### src/rtl/pmdc_pkg.sv
package pmdc_pkg;

    // Fixed field widths
    localparam int CH_W      = 3;
    localparam int FRAME_W   = 13;
    localparam int LEVEL_W   = 24;
    localparam int FACTOR_W  = 24;
    localparam int ACC_W     = 25;
    localparam int FRAC_W    = 24;
    localparam int CNT_W     = 2;
    localparam int CFG_IDX_W = 2;

    // Output word layout: out_channel, level, clip_level, zero pad
    localparam int M_FIELDS_W = CH_W + 2 * LEVEL_W;
    localparam int M_TDATA_W  = ((M_FIELDS_W + 7) / 8) * 8;
    localparam int M_PAD_W    = M_TDATA_W - M_FIELDS_W;

    // Fixed-point constants
    localparam logic [LEVEL_W-1:0] ONE_Q21   = LEVEL_W'(1 << 21);
    localparam logic [ACC_W-1:0]   ONE_Q24   = ACC_W'(1 << 24);
    localparam logic [LEVEL_W-1:0] LEVEL_MAX = LEVEL_W'(1 << 23);
    localparam logic [CNT_W-1:0]   OVER_LIMIT = CNT_W'(3);

    // Register indexes
    localparam logic [CFG_IDX_W-1:0] CFG_DECAY      = CFG_IDX_W'(0);
    localparam logic [CFG_IDX_W-1:0] CFG_CLIP_DECAY = CFG_IDX_W'(1);
    localparam logic [CFG_IDX_W-1:0] CFG_ACTIVE     = CFG_IDX_W'(2);

    // Input command codes
    localparam logic CMD_DECAY  = 1'b0;
    localparam logic CMD_SAMPLE = 1'b1;

    typedef enum logic [3:0] {
        ST_IDLE,
        ST_SAMPLE,
        ST_MUL_AP,
        ST_MUL_BP,
        ST_MUL_AC,
        ST_MUL_BC,
        ST_MUL_LP,
        ST_MUL_LC,
        ST_RESP
    } pmdc_state_t;

endpackage

### src/rtl/pmdc_mul.sv
module pmdc_mul (
    input  logic [pmdc_pkg::ACC_W-1:0] a,
    input  logic [pmdc_pkg::ACC_W-1:0] b,
    output logic [pmdc_pkg::ACC_W-1:0] p
);
    import pmdc_pkg::*;

    logic [2*ACC_W-1:0] product;

    // Full product, keep bits above the 24 fraction bits (Q1.24 scaling)
    assign product = a * b;
    assign p       = product[FRAC_W +: ACC_W];

endmodule

### src/rtl/peak_meter_decay_clip_core.sv
// Sample word: latched on accept, applied in ST_SAMPLE, result registered from ST_RESP.
// The next word can be accepted in ST_RESP while the result is handed off, if the output is free.
// Decay word: square-and-multiply over the bits of the saturated frame count (AP, BP, AC, BC
// per bit), then level scaling (LP, LC), all on the single shared 25x25 multiplier.
// Zero frame count, inactive meter sample or out-of-range channel: straight to ST_RESP.
// Reset (aresetn low, synchronous): levels, over counts cleared, registers to defaults.
module peak_meter_decay_clip_core #(
    parameter int CHANNELS    = 8,
    parameter int MAX_FRAMES  = 4096,
    parameter int SAMPLE_BITS = 24
) (
    input  logic aclk,
    input  logic aresetn,

    // Input stream
    input  logic                                       s_tvalid,
    output logic                                       s_tready,
    // channel[2:0], frame_count[15:3], sample[16+SAMPLE_BITS-1:16], zero pad
    input  logic [((16 + SAMPLE_BITS + 7) / 8) * 8-1:0] s_tdata,
    // command[0]
    input  logic [0:0]                                 s_tuser,

    // Result stream
    output logic                            m_tvalid,
    input  logic                            m_tready,
    // out_channel[2:0], level[26:3], clip_level[50:27], zero pad
    output logic [pmdc_pkg::M_TDATA_W-1:0]  m_tdata,

    // Configuration writes
    input  logic                              cfg_valid,
    output logic                              cfg_ready,
    input  logic [pmdc_pkg::CFG_IDX_W-1:0]    cfg_index,
    input  logic [pmdc_pkg::FACTOR_W-1:0]     cfg_data
);
    import pmdc_pkg::*;

    localparam int DEPTH = (CHANNELS < 8) ? CHANNELS : 8;
    localparam int IDX_W = (DEPTH > 1) ? $clog2(DEPTH) : 1;
    localparam int SOFF  = CH_W + FRAME_W;

    pmdc_state_t state_reg, state_next;

    logic [FACTOR_W-1:0] decay_factor_reg, clip_decay_factor_reg;
    logic                meter_active_reg;

    logic [LEVEL_W-1:0] peak_levels_reg [DEPTH];
    logic [LEVEL_W-1:0] clip_levels_reg [DEPTH];
    logic [CNT_W-1:0]   over_counts_reg [DEPTH];

    logic                   cmd_reg;
    logic [CH_W-1:0]        chan_reg;
    logic                   in_range_reg;
    logic [SAMPLE_BITS-1:0] sample_reg;
    logic [FRAME_W-1:0]     n_reg;
    logic [ACC_W-1:0]       acc_p_reg, acc_c_reg;
    logic [FACTOR_W-1:0]    base_p_reg, base_c_reg;

    logic                m_tvalid_reg;
    logic [CH_W-1:0]     out_chan_reg;
    logic [LEVEL_W-1:0]  out_level_reg, out_clip_reg;

    // Input word decode
    logic                   in_cmd;
    logic [CH_W-1:0]        in_chan;
    logic [FRAME_W-1:0]     in_frames, frames_sat;
    logic [SAMPLE_BITS-1:0] in_sample;
    logic                   in_range;
    logic                   accept;
    logic                   out_free;
    logic                   load_out;
    pmdc_state_t            dispatch;

    assign in_cmd    = s_tuser[0];
    assign in_chan   = s_tdata[CH_W-1:0];
    assign in_frames = s_tdata[CH_W +: FRAME_W];
    assign in_sample = s_tdata[SOFF +: SAMPLE_BITS];
    assign in_range  = 32'(in_chan) < CHANNELS;
    assign frames_sat = (32'(in_frames) > MAX_FRAMES) ? FRAME_W'(MAX_FRAMES) : in_frames;
    assign accept    = s_tvalid && s_tready;
    assign out_free  = !m_tvalid_reg || m_tready;

    logic [IDX_W-1:0] idx;
    assign idx = chan_reg[IDX_W-1:0];

    // Choose the first state for a new word
    always_comb begin
        priority if (!in_range) begin
            dispatch = ST_RESP;
        end else if (in_cmd == CMD_SAMPLE) begin
            dispatch = meter_active_reg ? ST_SAMPLE : ST_RESP;
        end else if (frames_sat == '0) begin
            dispatch = ST_RESP;
        end else begin
            dispatch = ST_MUL_AP;
        end
    end

    // Sequencer: next state and handshake
    always_comb begin
        state_next = state_reg;
        s_tready   = 1'b0;
        load_out   = 1'b0;
        unique case (state_reg)
            ST_IDLE: begin
                s_tready = 1'b1;
                if (s_tvalid) state_next = dispatch;
            end
            ST_SAMPLE: state_next = ST_RESP;
            ST_MUL_AP: state_next = ST_MUL_BP;
            ST_MUL_BP: state_next = ST_MUL_AC;
            ST_MUL_AC: state_next = ST_MUL_BC;
            ST_MUL_BC: begin
                state_next = (n_reg[FRAME_W-1:1] == '0) ? ST_MUL_LP : ST_MUL_AP;
            end
            ST_MUL_LP: state_next = ST_MUL_LC;
            ST_MUL_LC: state_next = ST_RESP;
            ST_RESP: begin
                if (out_free) begin
                    load_out   = 1'b1;
                    s_tready   = 1'b1;
                    state_next = s_tvalid ? dispatch : ST_IDLE;
                end
            end
            default: state_next = ST_IDLE;
        endcase
    end

    always_ff @(posedge aclk) begin
        if (!aresetn) state_reg <= ST_IDLE;
        else          state_reg <= state_next;
    end

    // Shared multiplier operand select
    logic [ACC_W-1:0] mul_a, mul_b, mul_p;

    always_comb begin
        mul_a = '0;
        mul_b = '0;
        unique case (state_reg)
            ST_MUL_AP: begin mul_a = acc_p_reg;              mul_b = {1'b0, base_p_reg}; end
            ST_MUL_BP: begin mul_a = {1'b0, base_p_reg};     mul_b = {1'b0, base_p_reg}; end
            ST_MUL_AC: begin mul_a = acc_c_reg;              mul_b = {1'b0, base_c_reg}; end
            ST_MUL_BC: begin mul_a = {1'b0, base_c_reg};     mul_b = {1'b0, base_c_reg}; end
            ST_MUL_LP: begin mul_a = {1'b0, peak_levels_reg[idx]}; mul_b = acc_p_reg; end
            ST_MUL_LC: begin mul_a = {1'b0, clip_levels_reg[idx]}; mul_b = acc_c_reg; end
            default: begin mul_a = '0; mul_b = '0; end
        endcase
    end

    pmdc_mul u_mul (
        .a (mul_a),
        .b (mul_b),
        .p (mul_p)
    );

    // Sample magnitude, saturated to 2^23
    logic signed [SAMPLE_BITS:0] sample_ext;
    logic [SAMPLE_BITS:0]        mag_wide;
    logic [LEVEL_W-1:0]          mag;
    logic [LEVEL_W-1:0]          peak_new;
    logic                        over;
    logic [CNT_W-1:0]            cnt_new;

    always_comb begin
        sample_ext = {sample_reg[SAMPLE_BITS-1], sample_reg};
        mag_wide   = sample_reg[SAMPLE_BITS-1] ? (SAMPLE_BITS+1)'(-sample_ext)
                                               : (SAMPLE_BITS+1)'(sample_ext);
        mag = (33'(mag_wide) > 33'(LEVEL_MAX)) ? LEVEL_MAX : LEVEL_W'(mag_wide);
        peak_new = (mag > peak_levels_reg[idx]) ? mag : peak_levels_reg[idx];
        over     = peak_new > ONE_Q21;
        if (!over) begin
            cnt_new = '0;
        end else if (over_counts_reg[idx] < OVER_LIMIT) begin
            cnt_new = over_counts_reg[idx] + CNT_W'(1);
        end else begin
            cnt_new = over_counts_reg[idx];
        end
    end

    // Channel state updates
    always_ff @(posedge aclk) begin
        if (!aresetn) begin
            for (int i = 0; i < DEPTH; i++) begin
                peak_levels_reg[i] <= '0;
                clip_levels_reg[i] <= '0;
                over_counts_reg[i] <= '0;
            end
        end else begin
            unique case (state_reg)
                ST_SAMPLE: begin
                    peak_levels_reg[idx] <= peak_new;
                    over_counts_reg[idx] <= cnt_new;
                    if (cnt_new >= OVER_LIMIT) clip_levels_reg[idx] <= ONE_Q21;
                end
                ST_MUL_LP: peak_levels_reg[idx] <= mul_p[LEVEL_W-1:0];
                ST_MUL_LC: clip_levels_reg[idx] <= mul_p[LEVEL_W-1:0];
                default: ;
            endcase
        end
    end

    // Latch the word and run the power loop
    always_ff @(posedge aclk) begin
        if (accept) begin
            cmd_reg      <= in_cmd;
            chan_reg     <= in_chan;
            in_range_reg <= in_range;
            sample_reg   <= in_sample;
            n_reg        <= frames_sat;
            acc_p_reg    <= ONE_Q24;
            acc_c_reg    <= ONE_Q24;
            base_p_reg   <= decay_factor_reg;
            base_c_reg   <= clip_decay_factor_reg;
        end else begin
            unique case (state_reg)
                ST_MUL_AP: if (n_reg[0]) acc_p_reg <= mul_p;
                ST_MUL_BP: base_p_reg <= mul_p[FACTOR_W-1:0];
                ST_MUL_AC: if (n_reg[0]) acc_c_reg <= mul_p;
                ST_MUL_BC: begin
                    base_c_reg <= mul_p[FACTOR_W-1:0];
                    n_reg      <= n_reg >> 1;
                end
                default: ;
            endcase
        end
    end

    // Configuration registers
    assign cfg_ready = 1'b1;

    always_ff @(posedge aclk) begin
        if (!aresetn) begin
            decay_factor_reg      <= '0;
            clip_decay_factor_reg <= '0;
            meter_active_reg      <= 1'b1;
        end else if (cfg_valid && cfg_ready) begin
            unique case (cfg_index)
                CFG_DECAY:      decay_factor_reg      <= cfg_data;
                CFG_CLIP_DECAY: clip_decay_factor_reg <= cfg_data;
                CFG_ACTIVE:     meter_active_reg      <= cfg_data[0];
                default: ;
            endcase
        end
    end

    // Result word register
    always_ff @(posedge aclk) begin
        if (!aresetn) begin
            m_tvalid_reg <= 1'b0;
        end else if (load_out) begin
            m_tvalid_reg <= 1'b1;
        end else if (m_tready) begin
            m_tvalid_reg <= 1'b0;
        end
    end

    always_ff @(posedge aclk) begin
        if (load_out) begin
            out_chan_reg  <= chan_reg;
            out_level_reg <= in_range_reg ? peak_levels_reg[idx] : '0;
            out_clip_reg  <= in_range_reg ? clip_levels_reg[idx] : '0;
        end
    end

    assign m_tvalid = m_tvalid_reg;
    assign m_tdata  = {{M_PAD_W{1'b0}}, out_clip_reg, out_level_reg, out_chan_reg};

    // Checks
    a_ready_only_idle_or_resp: assert property (@(posedge aclk) disable iff (!aresetn)
        s_tready |-> (state_reg == ST_IDLE || state_reg == ST_RESP))
        else $error("input ready outside idle or response");

    a_accept_leaves_idle: assert property (@(posedge aclk) disable iff (!aresetn)
        (s_tvalid && s_tready) |=> (state_reg != ST_IDLE))
        else $error("accepted word did not start work");

    a_loop_done_before_scale: assert property (@(posedge aclk) disable iff (!aresetn)
        (state_reg == ST_MUL_LP) |-> (n_reg == '0 && cmd_reg == CMD_DECAY))
        else $error("level scaling before power loop finished");

    a_level_in_range: assert property (@(posedge aclk) disable iff (!aresetn)
        m_tvalid |-> (out_level_reg <= LEVEL_MAX && out_clip_reg <= LEVEL_MAX))
        else $error("reported level above full scale");

endmodule
### config.mk
export PLATFORM = sky130hd
export DESIGN_NAME = peak_meter_decay_clip_core
export DESIGN_NICKNAME = d
export VERILOG_FILES = /design/src/rtl/pmdc_pkg.sv /design/src/rtl/pmdc_mul.sv /design/src/rtl/peak_meter_decay_clip_core.sv
export SDC_FILE = /design/constraint.sdc
export NUM_CORES = 2
export LEC_CHECK = 0
export BUFFER_PORTS_ARGS = -buffer_cell sky130_fd_sc_hd__buf_4
export CAP_MARGIN = 10
export CORE_MARGIN = 1.5
export CORE_UTILIZATION = 65
export DETAILED_ROUTE_END_ITERATION = 8
export PLACE_DENSITY = 0.83
export RECOVER_POWER = 100
export SETUP_SLACK_MARGIN = 0.4
export SYNTH_ARGS = -nofsm -noshare
export SYNTH_HDL_FRONTEND = slang
export SYNTH_SLANG_ARGS = --single-unit
export TNS_END_PERCENT = 5
### constraint.sdc
create_clock -name aclk -period 11.2 [get_ports aclk]
set_input_delay 2.24 -clock aclk [delete_from_list [all_inputs] [get_ports aclk]]
set_output_delay 2.24 -clock aclk [all_outputs]
set_load 0.005 [all_outputs]
==> Word level (Yosys, flattened, before mapping) <==
Memories as Yosys holds them, arrays and structs flattened. A register that Yosys moved wholly into a read port is not among the register bits.
Index checks and enable logic that the tools add are counted.
{ "totals": {"regBits": 243, "latchBits": 0, "mem_bits_rw": 400, "rom_bits": 0, "inputBits": 72, "out_inout_bits": 59, "memories": 3} }
{ "classes": {"addsub": 2, "n_mul": 1, "div": 0, "magnitude_cmp": 6, "n_eq_ne": 12, "shift": 0, "n_mux": 55, "n_bitwise": 2, "n_reduce_logical": 22} }
{ "memory_table": {"columns": ["memory", "depth", "width", "rd", "rd_ports_with_merged_regs", "write_ports", "line_no", "text"], "rows": [
  ["clip_levels_reg", 8, 24, 1, 1, 8, "peak_meter_decay_clip_core.sv:47", "logic [LEVEL_W-1:0] clip_levels_reg [DEPTH];"],
  ["peak_levels_reg", 8, 24, 1, 1, 8, "peak_meter_decay_clip_core.sv:46", "logic [LEVEL_W-1:0] peak_levels_reg [DEPTH];"],
  ["over_counts_reg", 8, 2, 1, 1, 8, "peak_meter_decay_clip_core.sv:48", "logic [CNT_W-1:0] over_counts_reg [DEPTH];"]
]} }
{ "ops": {"columns": ["op", "n"], "rows": [
  ["24-bit 2-to-1 mux", 10],
  ["25-bit one-hot mux with 6 select lines", 1],
  ["25-bit one-hot mux with 4 select lines", 1],
  ["25-bit by 25-bit multiplier with 49-bit output", 1],
  ["24-bit OR reduction", 2],
  ["13-bit 2-to-1 mux", 3],
  ["4-bit one-hot mux with 8 select lines", 1],
  ["25-bit by 24-bit greater-than comparator with 1-bit output (second input constant)", 1],
  ["25-bit 2-to-1 mux", 1],
  ["24-bit negation with 25-bit output", 1],
  ["24-bit by 22-bit greater-than comparator with 1-bit output (second input constant)", 1],
  ["24-bit greater-than comparator", 1],
  ["4-bit 2-to-1 mux", 6],
  ["1-bit 2-to-1 mux", 21],
  ["3-bit 2-to-1 mux", 7],
  ["4-bit by 3-bit equality test with 1-bit output (second input constant)", 4],
  ["13-bit greater-than comparator (second input constant)", 1],
  ["13-bit logical NOT", 1],
  ["12-bit logical NOT", 1],
  ["2-bit AND reduction", 6],
  ["4-bit by 2-bit equality test with 1-bit output (second input constant)", 2],
  ["2-bit OR reduction", 4],
  ["2-bit 2-to-1 mux", 3],
  ["2-bit nonzero test", 3],
  ["other kinds (15)", 17]
]} }

==> Depth between registers and ports, before layout <==
{ "depth": {"word_depth": 16, "ltp_mapped": 39, "depth_no_buf": 32} }

==> Hierarchy <==
A second synthesis with hierarchy kept.
{ "hier_totals": {"cells_unflattened": 4694, "hier_area_um2": 49930.4} }
{ "modules_own_cells": {"columns": ["module", "instances", "cells_per_inst", "area_per_inst_um2", "seq_area_each_um2"], "rows": [
  ["peak_meter_decay_clip_core", 1, 2451, 30060.1, 18327.6],
  ["pmdc_mul", 1, 2243, 19870.3, 0.0]
]} }

==> Least setup slack after synthesis <==
No wires, ideal clock.
{ "synth_path": {"kind": "reg2reg", "from": "register (tool-made name)", "to": "memory peak_levels_reg[0][21] (data pin)", "arrival_time_ns": 9.458, "t_required_ns": 11.058, "slack_ns": 1.600, "stages_incl_launch_ff": 35, "path_cell_list": "dfxtp_1 -> buf_4 -> buf_4 -> buf_2 -> buf_2 -> buf_2 -> buf_2 -> mux4_2 -> mux2_2 -> a211o_1 -> clkbuf_1 -> and2_1 -> fa_1 -> inv_1 -> fa_1 -> inv_1 -> fa_1 -> inv_1 -> fa_1 -> inv_1 -> fa_1 -> fa_1 -> inv_1 -> fa_1 -> inv_1 -> ha_1 -> and4_1 -> nand3_1 -> or4_1 -> o31ai_2 -> a31oi_2 -> o21ai_1 -> xor2_1 -> mux2i_4 -> nor2_1"} }
{ "synth_rtl": {"columns": ["item", "line_no"], "rows": [
  ["to (decl)", "peak_meter_decay_clip_core.sv:46"]
]} }

==> reports/qor.yml <==
global_route:
  grt_pass1_wl_um: 234000
  grt_pass1_vias: 38900
  grt_usage_pct: 40.8
  grt_max_degree: 112
  grt-ovfl-total: 0
  antenna_found_initial: 8
logic_synthesis:
  synth_most_common_cell: "nand2_1"
  synthCells: 4824
  ys_warn_count: 0
  yosysUniqueCellTypes: 84
  synth_seq_area_share_pct: 37.0
  synth-xor-area-share_pct: 0.952
  synth_commonest_cells: "nand2_1, inv_1, nor2_1"
  ys_ff_latch: 646
  yosys-top-cells-area: "edfxtp_1, fa_1, nand2_1, inv_1, ha_1"
  synthArstFlopShare_pct: 0
  synth_top_family_by_area: "adder cells"
  netlist_area_mm2: 0.0496
  synth_compound_area_share_pct: 7.23
  synth_top_area_cell: "edfxtp_1"
  synth-main-ff-cell: "edfxtp_1"
  synth_top_area_share_pct: 32.7
  synthAdderAreaFrac_pct: 26.3
  syn_avg_cell_area_um2: 10.3
  synth_edf_count: 539
  muxShareOfSynthArea_pct: 6.12
  yosys.area_share.simple_pct: 14.9
power_and_ir_drop:
  vdd_ir_drop_max_v: 0.000131
  p_leak_uw: 0.0230
  switchingPower_uw: 2240
  power_density_mw_per_mm2: 125
  pwr-share-clk_pct: 33.9
  combPwrFrac_pct: 23.8
  p_sw_share_pct: 33.1
  power_frac_seq_pct: 42.3
  p_int_uw: 4520
cells_and_area:
  syn2layout_area_growth_pct: 8.95
  layout-drive-gt1-share_pct: 9.70
  layout.cells.non_filler: 5954
  nets: 5710
  fin_util_pct: 71.3
floorplan:
  std_cell_rows: 101
  initial_core_util_pct: 65.5
  core_area_mm2: 0.0757
  pin_count: 131
  fp.dieW_um: 279
  die_h_um: 279
  die-area_mm2: 0.0779
setup_path:
  max_stage_delay_ns: 0.70
  worst_setup_path_end_kind: "flip-flop"
  critPathLaunchType: "flip-flop"
  slowest_stage: "or3_1"
  cp_max_fo: 22
  critical_path_class: "reg2reg"
  cpMostUsedCell: "fa_1"
  required_ns: 11.51
  path_delay_family: "adder cells"
  critical_path_arrival_ns: 11.15
  cp_num_buf_inv: 8
route:
  routedWlPerCell_um: 26.4
  drt-pass1-iter-count: 7
  vias_per_cell: 6.49
  drtIter0Drc: 5593
  detail_route.drc_violations: 0
  vias: 38700
  drt-total-wl_um: 157000
  ant_nets: 0
sta:
  period_share_pct: 96.8
  whs_ns: 0.468
  rsz0062_at_grt: "false"
  hold_violations: 0
  tightest_slew_ns: 4.03
  relSlewSlack_pct: -168
  setup_violations: 0
  finClkSkew_ns: 0.0624
  final_max_slew_viol_count: 577
  fin_crit_ns: 10.84
  fin_ws_ns: 0.363
  fmax_mhz: 92.3
  setup_tns_ns: 0
status:
  violations: "capacitance limit, slew limit"
  status: "finished with violations"
placement:
  place_inst: 5818
  numPortBuffers: 124
  dp_hpwl_um: 112000
  place_ws_ns: 1.01
  gp_congestion: 1.08
clock_network:
  insertion_delay_ns: 0.66
  cts.reportedPaths.clkPinSlew_ns: 0.06
  cts-root-buf: "clkbuf_16"
  cts_sinks: 646
  tritoncts: "done"
  cts_inserted_buffers: 70
  postCtsSetupBuffers: 0
  clk_path_buf_depth: 3
  htree_levels: 3
job:
  drv_cap: 17
hold_path:
  hold_class: "reg2reg"
-- kinds of logic after synthesis --
kind of cell               Yosys count
adders and majority gates          726
other                                2
buffers and inverters              978
DFF                                646
AOI/OAI and AO/OA                  514
muxes                              170
and+or+nand+nor                   1735
xor gates and xnor gates            53
-- repair_timing --
action                                  4_1_cts  5_1_grt
endpoints found under the setup margin        0       47
resized for setup                             0        4
hold buffers                                  0        0
-- cell type report --
type | count | area (um^2)
Sequential cell | 646 | 18300
Multi-Input combinational cell | 3204 | 27500
Clock inverter | 46 | 445
Clock buffer | 82 | 1810
Fill cell | 5187 | 21700
Timing Repair Buffer | 306 | 2050
Antenna cell | 8 | 20.0
Inverter | 684 | 2570
Tap cell | 978 | 1220
-- layout by cell type (no fill, tap or decap), types with 16 or more instances in the layout --
cell	Yosys	final
clkbuf_16	0	70
nand3_1	38	39
buf_4	8	156
mux4_2	102	102
and2_1	92	91
clkbuf_4	0	63
nand2b_1	23	23
xnor2_1	29	29
nand3b_1	18	18
edfxtp_1	539	539
o21ai_0	99	101
a31oi_1	16	19
a21oi_1	112	113
fa_1	524	524
xor2_1	23	23
a22o_1	26	26
nor3_1	50	49
nor2b_1	18	18
dfxtp_1	107	103
clkbuf_1	253	86
mux2i_1	35	35
inv_1	684	683
ha_1	202	202
nor2_1	664	663
nand2_1	729	729
clkinv_1	0	16
and3_1	29	29
a221o_1	40	40
mux2_1	1	25
a21boi_0	51	51
a21o_1	40	40
-- per-layer routing --
metal	GRT usage (%)	share of wire, %	vias up
met1	51.7	33	18800
met2	60.1	43	3106
met3	14.4	16	785
met5	0.188	0.12	-
met4	25.9	7.9	14
li1	-	-	16000
-- worst min-delay path: cells and delay by family, from the launching register on --
| kind | cells | cell delay [ns] |
|---|---|---|
| AOI/OAI and AO/OA | 1 | 0.06 |
| DFF | 1 | 0.31 |
| and+or+nand+nor | 1 | 0.05 |
-- power groups by stage --
stage                     logic [uW]  registers, uW  clock network [uW]
final                           1610           2850                2290
after CTS                       1580           2850                2280
after global placement          1520           2890                   0
after floorplan                  950           2850                   0
after detailed placement        1550           2890                   0
after global routing            1650           2860                2370
-- metrics by stage --
stage	total power (uW)	instance area (um^2)
floorplan	3800	49600
global placement	4410	52100
detailed placement	4440	52100
CTS	6700	54400
global route	6880	54000
finish	6750	54000
-- final timing paths --
path / slack [ns] / startpoint / cells after the start / to
worst max-delay path: 0.36 / flip-flop / 31 / peak_levels_reg[4][8]
worst min-delay path: 0.47 / clip_decay_factor_reg[4] / 2 / clip_decay_factor_reg[4]
worst max register to register: 0.36 / flip-flop / 31 / peak_levels_reg[4][8]
worst min register to register: 0.47 / clip_decay_factor_reg[4] / 2 / clip_decay_factor_reg[4]
Note: power is estimated with default switching activity, not from simulation.
